==> src/rtl/xtae_pkg.sv <==
`timescale 1ns / 1ps

package xtae_pkg;

  localparam int unsigned MAX_NAME_BYTES = 8;

  localparam int unsigned NAME_W     = 64;
  localparam int unsigned LENGTH_W   = 4;
  localparam int unsigned CFG_DATA_W = 64;

  localparam logic [7:0] CHAR_NUL   = 8'h00;
  localparam logic [7:0] CHAR_LT    = 8'h3C;
  localparam logic [7:0] CHAR_GT    = 8'h3E;
  localparam logic [7:0] CHAR_EQ    = 8'h3D;
  localparam logic [7:0] CHAR_QUOTE = 8'h22;
  localparam logic [7:0] CHAR_SPACE = 8'h20;
  localparam logic [7:0] CHAR_TAB   = 8'h09;

  typedef enum logic {
    CFG_WANTED_NAME   = 1'b0,
    CFG_WANTED_LENGTH = 1'b1
  } cfg_index_e;

  typedef enum logic [1:0] {
    KIND_BYTE = 2'd0,
    KIND_END  = 2'd1,
    KIND_NONE = 2'd2
  } kind_e;

  typedef enum logic [6:0] {
    PH_IDLE    = 7'b0000001,
    PH_TAGNAME = 7'b0000010,
    PH_SEP     = 7'b0000100,
    PH_NAME    = 7'b0001000,
    PH_EQ      = 7'b0010000,
    PH_UNQ     = 7'b0100000,
    PH_QUOTED  = 7'b1000000
  } phase_e;

  typedef struct packed {
    logic       valid;
    kind_e      kind;
    logic [7:0] value;
  } result_t;

endpackage

==> src/rtl/xtae_parser.sv <==
`timescale 1ns / 1ps

module xtae_parser #(
  parameter int unsigned MaxNameBytes = xtae_pkg::MAX_NAME_BYTES
) (
  input  logic                          clk_i,
  input  logic                          rst_ni,
  input  logic [xtae_pkg::NAME_W-1:0]   wanted_name_i,
  input  logic [xtae_pkg::LENGTH_W-1:0] wanted_length_i,
  input  logic                          step_i,
  input  logic [7:0]                    tag_byte_i,
  input  logic                          tag_start_i,
  output xtae_pkg::result_t             result_o
);
  import xtae_pkg::*;

  localparam int unsigned PosW = $clog2(MaxNameBytes + 1);

  phase_e          phase_q, phase_d;
  logic [PosW-1:0] pos_q, pos_d;
  logic            diff_q, diff_d;
  logic            want_q, want_d;

  logic [PosW-1:0] eff_len;
  logic [PosW-1:0] name_pos;
  logic            name_diff;
  logic [7:0]      name_byte;
  logic            char_miss;
  logic            name_hit;
  logic            is_blank;
  logic            is_end;
  logic [7:0]      c;
  result_t         res;

  assign c        = tag_byte_i;
  assign is_blank = (c == CHAR_SPACE) || (c == CHAR_TAB);
  assign is_end   = (c == CHAR_GT) || (c == CHAR_NUL);

  assign eff_len = (wanted_length_i > LENGTH_W'(MaxNameBytes)) ?
                   PosW'(MaxNameBytes) : PosW'(wanted_length_i);

  // A name starts fresh on the first byte after a separator
  assign name_pos  = (phase_q == PH_SEP) ? '0 : pos_q;
  assign name_diff = (phase_q == PH_SEP) ? 1'b0 : diff_q;
  assign name_byte = 8'(wanted_name_i >> {name_pos, 3'b000});
  assign char_miss = (name_pos >= eff_len) || (name_byte != c);
  assign name_hit  = !diff_q && (pos_q == eff_len);

  always_comb begin
    phase_d   = phase_q;
    pos_d     = pos_q;
    diff_d    = diff_q;
    want_d    = want_q;
    res.valid = 1'b0;
    res.kind  = KIND_NONE;
    res.value = 8'h00;

    if (tag_start_i) begin
      pos_d  = '0;
      diff_d = 1'b0;
      want_d = 1'b0;
      if (c != CHAR_LT) begin
        res.valid = 1'b1;
        phase_d   = PH_IDLE;
      end else begin
        phase_d = PH_TAGNAME;
      end
    end else begin
      unique case (phase_q)
        PH_IDLE: begin
        end
        PH_TAGNAME: begin
          if (is_end) begin
            res.valid = 1'b1;
            phase_d   = PH_IDLE;
          end else if (is_blank) begin
            phase_d = PH_SEP;
          end
        end
        PH_SEP: begin
          if (is_end) begin
            res.valid = 1'b1;
            phase_d   = PH_IDLE;
          end else if (!is_blank) begin
            pos_d  = '0;
            diff_d = 1'b0;
            want_d = 1'b0;
            if (c == CHAR_EQ) begin
              // empty name matches only an empty wanted name
              want_d  = (eff_len == '0);
              phase_d = PH_EQ;
            end else begin
              if (char_miss) begin
                diff_d = 1'b1;
              end else begin
                pos_d = name_pos + PosW'(1);
              end
              phase_d = PH_NAME;
            end
          end
        end
        PH_NAME: begin
          if (c == CHAR_EQ || is_blank || is_end) begin
            want_d = name_hit;
            if (c == CHAR_EQ) begin
              phase_d = PH_EQ;
            end else if (name_hit) begin
              res.valid = 1'b1;
              res.kind  = KIND_END;
              phase_d   = PH_IDLE;
            end else if (is_blank) begin
              phase_d = PH_SEP;
            end else begin
              res.valid = 1'b1;
              phase_d   = PH_IDLE;
            end
          end else if (!name_diff) begin
            if (char_miss) begin
              diff_d = 1'b1;
            end else begin
              pos_d = name_pos + PosW'(1);
            end
          end
        end
        PH_EQ, PH_UNQ: begin
          if (phase_q == PH_EQ && c == CHAR_QUOTE) begin
            phase_d = PH_QUOTED;
          end else if (is_end || is_blank) begin
            if (want_q) begin
              res.valid = 1'b1;
              res.kind  = KIND_END;
              phase_d   = PH_IDLE;
            end else if (is_blank) begin
              phase_d = PH_SEP;
            end else begin
              res.valid = 1'b1;
              phase_d   = PH_IDLE;
            end
          end else begin
            phase_d = PH_UNQ;
            if (want_q) begin
              res.valid = 1'b1;
              res.kind  = KIND_BYTE;
              res.value = c;
            end
          end
        end
        PH_QUOTED: begin
          if (c == CHAR_QUOTE) begin
            if (want_q) begin
              res.valid = 1'b1;
              res.kind  = KIND_END;
              phase_d   = PH_IDLE;
            end else begin
              phase_d = PH_SEP;
            end
          end else if (c == CHAR_NUL) begin
            res.valid = 1'b1;
            res.kind  = want_q ? KIND_END : KIND_NONE;
            phase_d   = PH_IDLE;
          end else if (want_q) begin
            res.valid = 1'b1;
            res.kind  = KIND_BYTE;
            res.value = c;
          end
        end
        default: begin
          phase_d = PH_IDLE;
        end
      endcase
    end
  end

  always_ff @(posedge clk_i or negedge rst_ni) begin
    if (!rst_ni) begin
      phase_q <= PH_IDLE;
      pos_q   <= '0;
      diff_q  <= 1'b0;
      want_q  <= 1'b0;
    end else if (step_i) begin
      phase_q <= phase_d;
      pos_q   <= pos_d;
      diff_q  <= diff_d;
      want_q  <= want_d;
    end
  end

  assign result_o = res;

endmodule

==> src/rtl/xml_tag_attribute_extractor.sv <==
`timescale 1ns / 1ps

// Attribute value extractor for markup tags.
// Config: write wanted_name (index 0, first character in the low byte) and
// wanted_length (index 1) through cfg_we_i/cfg_index_i/cfg_data_i while idle.
// Input channel: one tag byte per item with tag_start_i marking the '<' that
// opens a tag; tag_start_i restarts the parse at any point.
// Output channel: at most one item per input byte: a value byte (kind 0), the
// end of the found value (kind 1) or not found (kind 2). Bytes that produce
// nothing are absorbed silently; after a marker the block ignores bytes until
// the next tag start.
// Timing: an accepted byte is held in the input register while it is parsed;
// its result loads into the output register when the byte advances. One byte
// per cycle is sustained while the receiver takes each item; the parse state
// update is a single compare against one name byte plus phase logic.
// Stall: when the output register holds an item that is not taken, the
// input register fills and in_ready_o drops until the receiver drains.
// Reset clears the parse state, the config registers and both valid flags.
module xml_tag_attribute_extractor #(
  parameter int unsigned MaxNameBytes = xtae_pkg::MAX_NAME_BYTES
) (
  input  logic                            clk_i,
  input  logic                            rst_ni,
  input  logic                            cfg_we_i,
  input  logic                            cfg_index_i,
  input  logic [xtae_pkg::CFG_DATA_W-1:0] cfg_data_i,
  input  logic                            in_valid_i,
  output logic                            in_ready_o,
  input  logic [7:0]                      tag_byte_i,
  input  logic                            tag_start_i,
  output logic                            out_valid_o,
  input  logic                            out_ready_i,
  output logic [1:0]                      result_kind_o,
  output logic [7:0]                      value_byte_o
);
  import xtae_pkg::*;

  logic [NAME_W-1:0]   wanted_name_q;
  logic [LENGTH_W-1:0] wanted_length_q;

  logic       s1_valid_q;
  logic [7:0] s1_byte_q;
  logic       s1_start_q;
  logic       accept;
  logic       advance;

  logic       out_valid_q;
  kind_e      out_kind_q;
  logic [7:0] out_byte_q;

  result_t    step_res;

  always_ff @(posedge clk_i or negedge rst_ni) begin
    if (!rst_ni) begin
      wanted_name_q   <= '0;
      wanted_length_q <= '0;
    end else if (cfg_we_i) begin
      unique case (cfg_index_e'(cfg_index_i))
        CFG_WANTED_NAME:   wanted_name_q   <= NAME_W'(cfg_data_i);
        CFG_WANTED_LENGTH: wanted_length_q <= cfg_data_i[LENGTH_W-1:0];
        default: begin
        end
      endcase
    end
  end

  // advance the held item whenever the output register can take its result
  assign advance    = s1_valid_q && (!out_valid_q || out_ready_i);
  assign in_ready_o = !s1_valid_q || advance;
  assign accept     = in_valid_i && in_ready_o;

  always_ff @(posedge clk_i or negedge rst_ni) begin
    if (!rst_ni) begin
      s1_valid_q <= 1'b0;
    end else if (accept) begin
      s1_valid_q <= 1'b1;
    end else if (advance) begin
      s1_valid_q <= 1'b0;
    end
  end

  always_ff @(posedge clk_i) begin
    if (accept) begin
      s1_byte_q  <= tag_byte_i;
      s1_start_q <= tag_start_i;
    end
  end

  xtae_parser #(
    .MaxNameBytes(MaxNameBytes)
  ) u_parser (
    .clk_i          (clk_i),
    .rst_ni         (rst_ni),
    .wanted_name_i  (wanted_name_q),
    .wanted_length_i(wanted_length_q),
    .step_i         (advance),
    .tag_byte_i     (s1_byte_q),
    .tag_start_i    (s1_start_q),
    .result_o       (step_res)
  );

  always_ff @(posedge clk_i or negedge rst_ni) begin
    if (!rst_ni) begin
      out_valid_q <= 1'b0;
    end else if (advance) begin
      out_valid_q <= step_res.valid;
    end else if (out_ready_i) begin
      out_valid_q <= 1'b0;
    end
  end

  always_ff @(posedge clk_i) begin
    if (advance) begin
      out_kind_q <= step_res.kind;
      out_byte_q <= step_res.value;
    end
  end

  assign out_valid_o   = out_valid_q;
  assign result_kind_o = out_kind_q;
  assign value_byte_o  = out_byte_q;

endmodule

==> config.mk <==
export PLATFORM = sky130hd
export DESIGN_NAME = xml_tag_attribute_extractor
export DESIGN_NICKNAME = d
export VERILOG_FILES = /design/src/rtl/xtae_pkg.sv /design/src/rtl/xtae_parser.sv /design/src/rtl/xml_tag_attribute_extractor.sv
export SDC_FILE = /design/constraint.sdc
export NUM_CORES = 1
export LEC_CHECK = 0
export BUFFER_PORTS_ARGS = -buffer_cell sky130_fd_sc_hd__buf_2
export CORE_UTILIZATION = 62
export CTS_CLUSTER_DIAMETER = 100
export DETAILED_ROUTE_END_ITERATION = 10
export GPL_TIMING_DRIVEN = 1
export PLACE_DENSITY = 0.85
export RECOVER_POWER = 100
export SETUP_SLACK_MARGIN = 0.02
export SYNTH_ARGS = -nofsm -noshare
export SYNTH_HDL_FRONTEND = slang
export SYNTH_HIERARCHICAL = 1
export SYNTH_SLANG_ARGS = --single-unit
==> constraint.sdc <==
create_clock -name clk_i -period 9.42 [get_ports clk_i]
set_input_delay 2.355 -clock clk_i [delete_from_list [all_inputs] [get_ports clk_i]]
set_output_delay 2.355 -clock clk_i [all_outputs]
set_load 0.02 [all_outputs]
==> results of run 1 <==
==> metrics by stage <==
step / power [uW] / instances / util / cell area [um2]
global route: 985.0 / 644 / 0.6816 / 6002
global placement: 712.7 / 629 / 0.6897 / 6073
detailed placement: 723.1 / 629 / 0.6897 / 6073
finish: 937.2 / 644 / 0.6816 / 6002
floorplan: 669.3 / 450 / - / 5680
CTS: 980.6 / 644 / 0.7100 / 6252
==> per-layer routing <==
layer  GRT usage  vias up
met2      0.4681      156
met4     0.07576        0
met5           0        -
met1      0.3674     1896
met3     0.06331       20
li1            -     1832
==> worst max-delay path by stage <==
stage	from	end	slack [ns]	cells past startpoint
after floorplan	out_ready_i	in_ready_o	4.43	1
after global placement	out_ready_i	in_ready_o	4.28	3
after detailed placement	out_ready_i	in_ready_o	4.25	3
after CTS	out_ready_i	in_ready_o	4.25	3
after global routing	rst_ni	u_parser/phase_q[5]$_DFFE_PN0P_	2.53	1
final	rst_ni	u_parser/phase_q[5]$_DFFE_PN0P_	3.49	1
==> cell type report <==
cell class / instances / area (um2)
Inverter: 8 / 30.03
Clock inverter: 6 / 55.05
Multi-Input combinational cell: 319 / 2566
Fill cell: 718 / 2804
Timing Repair Buffer: 92 / 442.9
Tap cell: 108 / 135.1
Clock buffer: 9 / 123.9
Sequential cell: 102 / 2649
==> placed cells by master (no fill, tap or decap), types with 3 or more instances in the layout <==
cell type  count
a21oi_1       17
and2_0         8
and2_1         8
and3_1         3
buf_2         75
clkbuf_1      16
clkbuf_8       9
dfrtp_1       82
edfxtp_1      19
ha_1           5
inv_1          8
inv_6          3
mux2_1        58
mux2_2        10
mux2i_1       15
mux4_2         8
nand2_1       33
nand2b_1       9
nand3_1       11
nor2_1        14
nor2b_1        9
nor3_1        10
nor3b_1        5
nor4_1         4
o211ai_1       3
o21ai_0       16
o22ai_1        4
o2bb2ai_1      4
o31ai_1        5
o32ai_1        6
or2_2          3
or3_1          3
xnor2_1        3
xor2_1         5
==> report_power, final <==
part	switching (uW)	total, uW	internal, uW	leakage, uW
sequential	37.6	539	501	0.00119
combinational	69.5	141	71.6	0.00126
clock	158	257	99.3	0.0000893
==> registers in the layout, summed over array words and instances (netlist names) <==
name and cells:
u_parser/diff_q 1, wanted_length_q 4, wanted_name_q 64, u_parser/phase_q 7
u_parser/pos_q 4, out_valid_o 1, s1_valid_q 1, value_byte_o 8
s1_start_q 1, s1_byte_q 8, result_kind_o 2, u_parser/want_q 1
==> logic make-up after synthesis <==
| group | share of synthesized area |
|---|---|
| compound gates | 0.09713 |
| xor+xnor | 0.01234 |
| fa+ha+maj | 0.01101 |
| buf+inv | 0.04229 |
| flops | 0.4663 |
| mux | 0.2366 |
| simple gates | 0.1344 |
==> results.py, run 1 <==
metrics = {
    "run_status": {
        "status": "finished, violations left",
        "violations": "DRC, capacitance limit, slew limit",
    },
    "route": {
        "wl_per_cell_um": 19.01,
        "viasPerCell": 6.062,
        "wl_met2_mm": 5.993,
        "wl_met3_um": 707,
        "first_iter_violations": 271,
        "wirelength_mm": 12.24,
        "highest_layer": "met4",
        "route.detailed.drc": 12,
        "dr.pass1.iters": 8,
        "num_vias": 3904,
        "postRouteAntennaNets": 0,
        "wl_met1_mm": 5.330,
    },
    "sta": {
        "worstMarginPinSlew_ns": 4.330,
        "max_freq_mhz": 168.6,
        "timing.final.max_slew_violations": 148,
        "slew_headroom": -1.887,
        "tns_ns": 0,
        "clock_skew_ns": 0.01045,
        "finalSetupViolCount": 0,
        "hold_slack_ns": 0.4930,
        "rsz0062_at_grt": "false",
        "timing.final.ws_setup_ns": 3.488,
        "finalHoldViolations": 0,
        "finalCritPeriodShare": 0.6297,
        "layout_min_cycle_time_ns": 5.932,
    },
    "die": {
        "die_area_mm2": 0.009549,
        "dieWidth_um": 97.72,
        "dieHeight_um": 97.72,
        "coreArea_mm2": 0.008806,
        "start_util": 0.6451,
        "rows": 34,
        "ios": 91,
    },
    "logic_synthesis": {
        "async_flop_share": 0.8137,
        "synth_area_mm2": 0.005680,
        "synth.avg_cell_area_um2": 12.62,
        "synth.area.top_cells": "dfrtp_1 (36%), mux2_4 (16%), edfxtp_1 (10%)",
        "yosysUniqueCellTypes": 64,
        "yosys_warnings": 6,
        "synth_top_flop_cell": "dfrtp_1",
        "synth-seq-area-share": 0.4663,
        "ys_ff_latch": 102,
        "yosysMostFrequentCell": "dfrtp_1",
        "synth_fp_nets": 534,
        "syn_inst": 450,
        "synth.top_cells.by_count": "dfrtp_1 (82), mux2_4 (60), nand2_1 (33), edfxtp_1 (19), a21oi_1 (17)",
        "synth_largest_area_cell": "dfrtp_1",
        "synth_edf_count": 19,
        "yosysTopAreaCellShare": 0.3612,
    },
    "worst_setup_path": {
        "worst_ep_required_time_ns": 8.89,
        "cp_cell_sequence": "clkbuf_1",
        "slowest_stage": "clkbuf_1",
        "r2r_slack_ns": 5.95,
        "end_kind": "asynchronous set/reset pin",
        "rr_endpoint": "u_parser/pos_q[2]$_DFFE_PN0P_",
        "cp.arrival_ns": 5.40,
        "start_kind": "input port",
        "path_class": "in -> async",
        "cpPeakStageDelay_ns": 2.97,
        "path_max_fanout": 83,
        "reg2reg_depth": 13,
        "crit_family": "buffers and inverters",
        "path_buf_inv": 1,
        "rr_startpoint": "u_parser/phase_q[1]$_DFFE_PN0P_",
    },
    "cts": {
        "cts.sinks": 102,
        "cts_resized": 0,
        "cts_made_buffers": 9,
        "clk_latency_ns": 0.36,
        "clk_path_buf_depth": 2,
        "cts_setup_buffers": 0,
        "cts_root_buf": "clkbuf_8",
        "hold_buffers": 0,
        "htreeDepth": 3,
        "cts.reportedPaths.clkPinSlew_ns": 0.10,
        "cts_tree": "yes",
    },
    "power_and_ir_drop": {
        "max-vdd-ir-drop_v": 0.0001035,
        "leakage_uw": 0.002534,
        "power_density_mw_per_mm2": 156.1,
    },
    "grt": {
        "grt_pass1_wl_mm": 20.74,
        "grt_max_degree": 84,
        "grt_overflow": 0,
        "grt_usage": 0.2791,
        "antenna_found_initial": 0,
        "grt_pass1_vias": 4117,
    },
    "worst_hold_path": {
        "min_to": "wanted_name_q[17]$_DFFE_PN0P_",
        "hp-class": "reg -> reg",
        "hp-start": "wanted_name_q[17]$_DFFE_PN0P_",
        "hold-path-cell-count": 1,
    },
    "final_layout": {
        "antenna_cells": 0,
        "drive_above_1_share": 0.2295,
        "areaGrowthSynthToFinish_pct": 5.661,
        "nets": 616,
    },
    "placed_design": {
        "hpwl_mm": 8.799,
        "place.gp.congestion": 0.8944,
        "preCtsSetupSlack_ns": 4.255,
        "port_buffers": 90,
    },
    "run": {
        "cap_violations": 2,
    },
}
No activity file was read; power rests on OpenSTA's default activity.
==> run 2, diff against run 1 <==
Settings changed: CORE_UTILIZATION 62 to 57, PLACE_DENSITY 0.85 to 0.79.
Clock period 9.42 ns to 6.05 ns, I/O delays scaled along.
==> run 2 against run 1 <==
The flow finishes with violations (capacitance limit, slew limit). Core utilization down 6.0 points. Sequential share of layout area fell by 0.36 points. Clock skew rose by 0.0013 ns. Die area rose by 8.6%. Combinational power is 57% higher. Power up 63%. Cell area grew 0.83%. Global-route usage down 1.6 points. Critical path type is now reg -> reg.
==> results.py, run 2 (synthesis gave the netlist of run 1 again) <==
metrics = {
    "final_layout": {
        "largest_register_ffs": 64,
        "postLayoutCoreUtil": 0.6220,
        "most-common-layout-cells": "dfrtp_1 (82), buf_2 (74), mux2_1 (41)",
        "nets": 617,
        "top_register": "wanted_name_q",
        "final_common_cell": "dfrtp_1",
        "antenna_cells": 0,
        "areaGrowthSynthToFinish_pct": 6.542,
        "drive_above_1_share": 0.2584,
    },
    "power_and_ir_drop": {
        "power_density_mw_per_mm2": 252.4,
        "max-vdd-ir-drop_v": 0.0002078,
        "leakage_uw": 0.002549,
    },
    "die": {
        "coreArea_mm2": 0.009729,
        "start_util": 0.5838,
        "ios": 91,
        "rows": 36,
        "die_area_mm2": 0.01037,
        "dieWidth_um": 101.8,
        "dieHeight_um": 101.8,
    },
    "placed_design": {
        "place.gp.congestion": 0.8723,
        "port_buffers": 90,
        "hpwl_mm": 8.997,
    },
    "route": {
        "first_iter_violations": 217,
        "viasPerCell": 5.855,
        "wl_per_cell_um": 18.65,
        "dr.pass1.iters": 4,
        "route.detailed.drc": 0,
        "wirelength_mm": 12.52,
        "num_vias": 3929,
        "postRouteAntennaNets": 0,
    },
    "sta": {
        "slew_headroom": -0.4609,
        "max_freq_mhz": 234.5,
        "timing.final.max_slew_violations": 110,
        "clock_skew_ns": 0.01180,
        "tns_ns": 0,
        "finalCritPeriodShare": 0.7050,
        "layout_min_cycle_time_ns": 4.265,
        "finalSetupViolCount": 0,
        "finalHoldViolations": 0,
        "rsz0062_at_grt": "false",
        "worstMarginPinSlew_ns": 2.187,
    },
    "cts": {
        "cts_tree": "yes",
        "cts.sinks": 102,
        "hold_buffers": 0,
        "cts_root_buf": "clkbuf_8",
        "cts_setup_buffers": 0,
        "cts_resized": 0,
        "htreeDepth": 3,
        "clk_path_buf_depth": 2,
        "cts.reportedPaths.clkPinSlew_ns": 0.11,
        "clk_latency_ns": 0.39,
        "cts_made_buffers": 9,
    },
    "worst_setup_path": {
        "cp-startpoint": "u_parser/phase_q[4]$_DFFE_PN0P_",
        "rr_endpoint": "u_parser/pos_q[2]$_DFFE_PN0P_",
        "start_kind": "flop",
        "path_buf_inv": 1,
        "rr_startpoint": "u_parser/phase_q[4]$_DFFE_PN0P_",
        "slowest_stage": "nor4b_1",
        "r2r_slack_ns": 1.78,
        "reg2reg_depth": 13,
        "cp_cell_sequence": "nor3_1 -> nand2_1 -> and2_0 -> inv_1 -> ha_1 -> nand2b_1 -> a21o_1 -> a21oi_1 -> nor2b_1 -> a311o_1 -> nor4b_1 -> a31oi_1 -> a21o_1",
        "critPathMostFrequentCell": "a21o_1",
        "end_kind": "flop",
        "path_max_fanout": 18,
        "worst_ep_required_time_ns": 6.34,
        "cpPeakStageDelay_ns": 0.57,
        "cp.arrival_ns": 4.56,
        "crit_family": "simple AND/OR/NAND/NOR gates",
        "path_class": "reg -> reg",
    },
    "grt": {
        "grt_pass1_wl_mm": 20.45,
        "grt_pass1_vias": 4123,
        "grt_usage": 0.2628,
        "antenna_found_initial": 0,
        "grt_max_degree": 84,
        "grt_overflow": 0,
    },
    "run": {
        "cap_violations": 2,
    },
    "worst_hold_path": {
        "hp-start": "wanted_name_q[60]$_DFFE_PN0P_",
        "hold-path-cell-count": 1,
        "hp-class": "reg -> reg",
        "min_to": "wanted_name_q[60]$_DFFE_PN0P_",
    },
    "run_status": {
        "status": "finished, violations left",
        "violations": "capacitance limit, slew limit",
    },
}
run 2: cell type report:
cell class,instances,area [um2]
fill,849,3677
sequential,102,2649
multi-input combinational,319,2542
timing repair buffer,93,450.4
tap,133,166.4
clock buffer,9,123.9
clock inverter,7,90.09
inverter,8,30.03
run 2: per-stage QoR:
step / total power [uW] / hold WS [ns] / area, um2 / setup slack [ns] / std cells
3_3_place_gp: 1112 / 0.4867 / 6112 / 2.587 / 655
2_1_floorplan: 1042 / 0.4587 / 5680 / 2.747 / 450
3_5_place_dp: 1128 / 0.4964 / 6112 / 2.560 / 655
5_1_grt: 1604 / 0.5321 / 6052 / 1.413 / 671
4_1_cts: 1594 / 0.5203 / 6326 / 2.559 / 671
6_report: 1527 / 0.5075 / 6052 / 1.785 / 671
run 2: where the power goes:
group / switching [uW] / internal [uW] / total [uW]
registers: 61.4 / 781 / 842
clock network: 263 / 202 / 465
logic: 107 / 114 / 221
total: 431 / 1100 / 1530
run 2: worst max path at each step:
stage                                               end  slack, ns  cells past startpoint
after floorplan                              in_ready_o       2.75                      1
after global placement                       in_ready_o       2.59                      3
final                     u_parser/pos_q[2]$_DFFE_PN0P_       1.78                     13
after global routing      u_parser/pos_q[2]$_DFFE_PN0P_       1.41                     13
after detailed placement                     in_ready_o       2.56                      3
after CTS                                    in_ready_o       2.56                      3
run 2: metal layers:
layer	wire length, um	share of wire	global-route usage	vias to the layer above
li1	-	-	-	1833
met1	5682	0.45	0.3391	1933
met2	6007	0.48	0.4371	148
met3	662	0.053	0.07182	15
met4	165	0.013	0.07692	0
met5	0	0	0	-
